===== src/hdl/assert_macros.svh =====
// Assertion helpers shared by the RTL.
`ifndef ASSERT_MACROS_SVH
`define ASSERT_MACROS_SVH

// Checked at every rising clock edge, ignored while reset is held.
`define ASSERT_CLK(label, clk, rst_n, prop, msg) \
    label: assert property (@(posedge clk) disable iff (!rst_n) (prop)) else $error(msg);

// Same, with an explicit implication from a trigger to a consequence.
`define ASSERT_IMPL(label, clk, rst_n, trig, cons, msg) \
    label: assert property (@(posedge clk) disable iff (!rst_n) (trig) |-> (cons)) \
        else $error(msg);

`endif


===== src/hdl/pist_pkg.sv =====
package pist_pkg;

    localparam int PAGE_W   = 31;
    localparam int TOTAL_W  = 7;

    typedef enum logic [1:0] {
        FUNC_INSERT = 2'd0,
        FUNC_QUERY  = 2'd1,
        FUNC_CLEAR  = 2'd2,
        FUNC_UNUSED = 2'd3
    } t_func;

    typedef enum logic [1:0] {
        MODE_EITHER = 2'd0,
        MODE_LOWER  = 2'd1,
        MODE_UPPER  = 2'd2,
        MODE_QUIET  = 2'd3
    } t_mode;

    typedef enum logic [1:0] {
        ST_OK      = 2'd0,
        ST_COVERED = 2'd1,
        ST_FULL    = 2'd2,
        ST_BADPAGE = 2'd3
    } t_status;

    typedef enum logic [2:0] {
        OP_HOLD,
        OP_JOIN,
        OP_EXT_LOW,
        OP_EXT_UP,
        OP_NEW,
        OP_TOK_START,
        OP_TOK_STEP
    } t_cell_op;

    typedef struct packed {
        t_cell_op            op;
        logic [PAGE_W-1:0]   page;
    } t_cell_cmd;

endpackage


===== src/hdl/pist_cell.sv =====
module pist_cell (
    input  logic                          i_clk,
    input  logic                          i_rst_n,
    input  pist_pkg::t_cell_cmd           i_cmd,
    input  logic                          i_valid,
    input  logic                          i_prev_le,
    input  logic [pist_pkg::PAGE_W-1:0]   i_prev_low,
    input  logic [pist_pkg::PAGE_W-1:0]   i_prev_high,
    input  logic                          i_prev_tok,
    input  logic                          i_next_le,
    input  logic [pist_pkg::PAGE_W-1:0]   i_next_low,
    input  logic [pist_pkg::PAGE_W-1:0]   i_next_high,
    input  logic                          i_next_touch,
    output logic                          o_le,
    output logic [pist_pkg::PAGE_W-1:0]   o_low,
    output logic [pist_pkg::PAGE_W-1:0]   o_high,
    output logic                          o_touch,
    output logic                          o_tok,
    output logic                          o_cur,
    output logic                          o_nxt,
    output logic                          o_cov,
    output logic                          o_adjl,
    output logic                          o_adju,
    output logic                          o_stop
);
    import pist_pkg::*;

    logic [PAGE_W-1:0] r_low, n_low;
    logic [PAGE_W-1:0] r_high, n_high;
    logic              r_tok, n_tok;
    logic [PAGE_W:0]   w_page_x, w_low_x, w_high_x;

    assign w_page_x = {1'b0, i_cmd.page};
    assign w_low_x  = {1'b0, r_low};
    assign w_high_x = {1'b0, r_high};

    // The table is sorted, so the cells whose low page is not above the
    // page form a prefix; its last member holds the lower range.
    assign o_le    = i_valid && (r_low <= i_cmd.page);
    assign o_cur   = o_le && !i_next_le;
    assign o_nxt   = i_valid && !o_le && i_prev_le;
    assign o_cov   = o_cur && (i_cmd.page <= r_high);
    assign o_adjl  = o_cur && (w_page_x == w_high_x + 1'b1);
    assign o_adju  = o_nxt && (w_page_x + 1'b1 == w_low_x);
    assign o_touch = i_valid && ({1'b0, i_prev_high} + 1'b1 == w_low_x);
    assign o_stop  = r_tok && !i_next_touch;
    assign o_low   = r_low;
    assign o_high  = r_high;
    assign o_tok   = r_tok;

    always_comb begin
        n_low  = r_low;
        n_high = r_high;
        n_tok  = 1'b0;
        case (i_cmd.op)
            OP_JOIN: begin
                if (o_cur) begin
                    n_high = i_next_high;
                end else if (!o_le) begin
                    n_low  = i_next_low;
                    n_high = i_next_high;
                end
            end
            OP_EXT_LOW: begin
                if (o_cur) begin
                    n_high = i_cmd.page;
                end
            end
            OP_EXT_UP: begin
                if (o_nxt) begin
                    n_low = i_cmd.page;
                end
            end
            OP_NEW: begin
                if (!o_le && i_prev_le) begin
                    n_low  = i_cmd.page;
                    n_high = i_cmd.page;
                end else if (!o_le) begin
                    n_low  = i_prev_low;
                    n_high = i_prev_high;
                end
            end
            OP_TOK_START: n_tok = o_cur;
            OP_TOK_STEP:  n_tok = i_prev_tok && o_touch;
            default:      n_tok = 1'b0;
        endcase
    end

    always_ff @(posedge i_clk) begin
        r_low  <= n_low;
        r_high <= n_high;
        if (!i_rst_n) begin
            r_tok <= 1'b0;
        end else begin
            r_tok <= n_tok;
        end
    end

endmodule


===== config.mk =====
export PLATFORM = sky130hd
export DESIGN_NAME = pist_cell
export DESIGN_NICKNAME = d
export VERILOG_FILES = /design/src/hdl/assert_macros.svh /design/src/hdl/pist_pkg.sv /design/src/hdl/pist_cell.sv
export SDC_FILE = /design/constraint.sdc
export NUM_CORES = 1
export LEC_CHECK = 0
export BUFFER_PORTS_ARGS = -buffer_cell sky130_fd_sc_hd__buf_2
export CORE_MARGIN = 2
export CORE_UTILIZATION = 54
export DETAILED_ROUTE_END_ITERATION = 7
export GPL_TIMING_DRIVEN = 0
export PLACE_DENSITY = 0.9
export REMOVE_ABC_BUFFERS = 1
export SKIP_LAST_GASP = 1
export SYNTH_ARGS = -nofsm -noshare
export SYNTH_HDL_FRONTEND = slang
export SYNTH_SLANG_ARGS = --single-unit

===== constraint.sdc =====
create_clock -name i_clk -period 6.07 [get_ports i_clk]
set_input_delay 0.3035 -clock i_clk [delete_from_list [all_inputs] [get_ports i_clk]]
set_output_delay 0.3035 -clock i_clk [all_outputs]
set_load 0.01 [all_outputs]

==> impl_metrics.toml <==
[global_routing]
gr-total-overflow = 0
met2_usage_pct = 54.6
grt_antenna_before_repair = 3
track_usage_pct = 33.2
grt_pass1_wl_um = 42000
grt_max_degree = 33
busiest_layer = "met2"
grt_util_met1_pct = 42.8
grt_use_met3_pct = 5.53
grt_pass1_vias = 8125

[setup_path]
r2r-start = "o_low[19]"
worstPathCellList = "ha_1 > nand4_1 > nor4_1 > o21a_1 > o21ai_1 > nand2_1 > inv_1 > a211oi_1 > a211o_1"
crit_slowest_cell = "a211o_1"
start_kind = "register"
end_kind = "register"
path_delay_family = "compound AO/OA/AOI/OAI gates"
slowest_delay_ns = 0.99
arrival_ns = 4.05
crit_required_ns = 6.01
cp-startpoint = "o_low[19]"
crit_buf_inv = 1
critPathKind = "reg -> reg"
crit_fanout = 31

[sta]
finClkSkew_ns = 0.00519
fin_tns_setup_ns = 0
fin_crit_sh_pct = 67.6
worstMarginPinSlew_ns = 1.27
hold_viol = 0
slew_violations = 0
fmax_mhz = 244
slew-limit-headroom_pct = 15.2
rsz0062_at_grt = "no"
fin_crit_ns = 4.10
fin_ws_ns = 1.97
finalSetupViolCount = 0

[clocking]
clk_latency_ns = 0.34
post_cts_buffers = 0
cts_resized = 0
clock-sinks = 63
cts_tree = "built"
cts_max_path_buffers = 2
cts_hold_buffers = 0
root_buffer = "clkbuf_16"
numCtsBuffers = 9
clk_transition_reported_paths_ns = 0.05
htree_levels = 3

[route]
vias = 8739
drt_pass1_iterations = 5
drc = 0
vias_per_cell = 6.52
antenna_left = 0
finalWirelength_um = 27500
wl_per_cell_um = 20.5
drtIter0Drc = 929

[die]
dieArea_mm2 = 0.0160
die_w_um = 126
die_y_um = 126
initial_utilization_pct = 55.5
io_pins = 236
core-area_mm2 = 0.0146
rows = 44

[yosys]
synth_edf_count = 62
yosysTopAreaCell = "edfxtp_1"
ys_seq_area_share_pct = 23.2
ys_types = 72
async_reset_ff_share_pct = 0
yosys_warnings = 0
synth-seq-cells = 63
yosys_most_used_dff = "edfxtp_1"
synth.most_common_cell = "xnor2_1"
syn_inst = 960
netlist_top_cells_area = "edfxtp_1 23%, ha_1 10%, xnor2_1 8.4%"
synth_area_mm2 = 0.00810
syn_area_per_cell_um2 = 8.43
synth_commonest_cells = "78 x xnor2_1, 72 x inv_1, 71 x and2_1, 65 x ha_1"
synth_top_area_share_pct = 23.0

[layout]
area_delta_synth_final_pct = 18.9
drive_gt1_share_pct = 23.5
nets = 1378
nFillCells = 1212
stdcell_area_mm2 = 0.00962

[placed_design]
place_congestion = 1.04
place_hpwl_um = 22100
placed_cell_area_mm2 = 0.00932
place_ws_ns = 1.97
port_buffers = 235

[hold_path]
min-delay-start = "i_prev_low[8]"
hp-class = "in -> reg"

[run]
drv_cap = 0

[pwr]
power.leakage_nw = 4.15
ir_worst_vdd_mv = 0.134
p_per_area_mw_per_mm2 = 170

[run_status]
outcome = "completed"
==> registers in the layout (all words and copies together), names as in the netlist <==
signal / flops
o_high: 31
o_low: 31
o_tok: 1
==> routing by layer <==
| layer | vias up | routed length (um) |
|---|---|---|
| li1 | 3993 | - |
| met4 | 0 | 1280 |
| met1 | 4067 | 10300 |
| met2 | 578 | 12800 |
| met3 | 101 | 3140 |
| met5 | - | 0 |
==> layout by cell type, fill, tap and decap left out, types with 42 or more instances in the layout <==
| cell | count |
|---|---|
| edfxtp_1 | 62 |
| a221o_1 | 62 |
| buf_2 | 235 |
| nand3_1 | 42 |
| inv_1 | 72 |
| and2_1 | 71 |
| xor2_1 | 42 |
| ha_1 | 65 |
| xnor2_1 | 78 |
| nand2_1 | 55 |
==> worst reg2reg max path, delay by kind of cell (launching register included) <==
| kind | cells | cell delay, ns |
|---|---|---|
| buffers and inverters | 1 | 0.18 |
| and+or+nand+nor | 3 | 1.00 |
| DFF | 1 | 0.55 |
| AOI/OAI and AO/OA | 4 | 1.59 |
| adders and majority gates | 1 | 0.37 |
==> worst paths after layout <==
path | to | slack, ns | depth (start not counted)
max | o_high[9] | 1.97 | 9
min | o_low[8] | 0.26 | 2
max reg2reg | o_high[9] | 1.97 | 9
min reg2reg | o_tok | 1.03 | 5
==> kinds of logic (layout without fill, tap and decap cells) <==
family / after synthesis / count (layout) / share of synthesized area [%]
xor gates and xnor gates: 120 / 120 / 13.0
DFF: 63 / 63 / 23.2
buffers and inverters: 133 / 326 / 6.80
other: 0 / 3 / 0
muxes: 5 / 5 / 0.634
adders and majority gates: 65 / 65 / 10.0
and+or+nand+nor: 349 / 349 / 25.1
AOI/OAI and AO/OA: 225 / 225 / 21.2
==> where the power goes <==
group	leakage (nW)	internal [mW]	switching, mW
logic	3.42	0.240	0.313
registers	0.586	0.522	0.0493
clock network	0.146	0.327	0.183
==> metrics by stage <==
stage | hold slack, ns | power [mW] | std cells | utilization, %
after floorplan | 0.420 | 0.886 | 899 | -
after global placement | 0.604 | 1.09 | 1318 | 63.2
after detailed placement | 0.606 | 1.12 | 1321 | 63.9
after CTS | 0.261 | 1.62 | 1337 | 65.9
after global routing | 0.267 | 1.71 | 1340 | 66.0
final | 0.265 | 1.63 | 1340 | 66.0
==> final cells by class <==
cell class,count,area [um^2],share of cell area [%]
Clock inverter,4,45.0,0.468
Timing Repair Buffer,238,1250,13.0
Antenna cell,3,7.51,0.0780
Sequential cell,63,1880,19.6
Tap cell,184,230,2.39
Inverter,72,270,2.81
Clock buffer,12,246,2.56
Multi-Input combinational cell,764,5700,59.2
(Power assumes the default switching activity.)
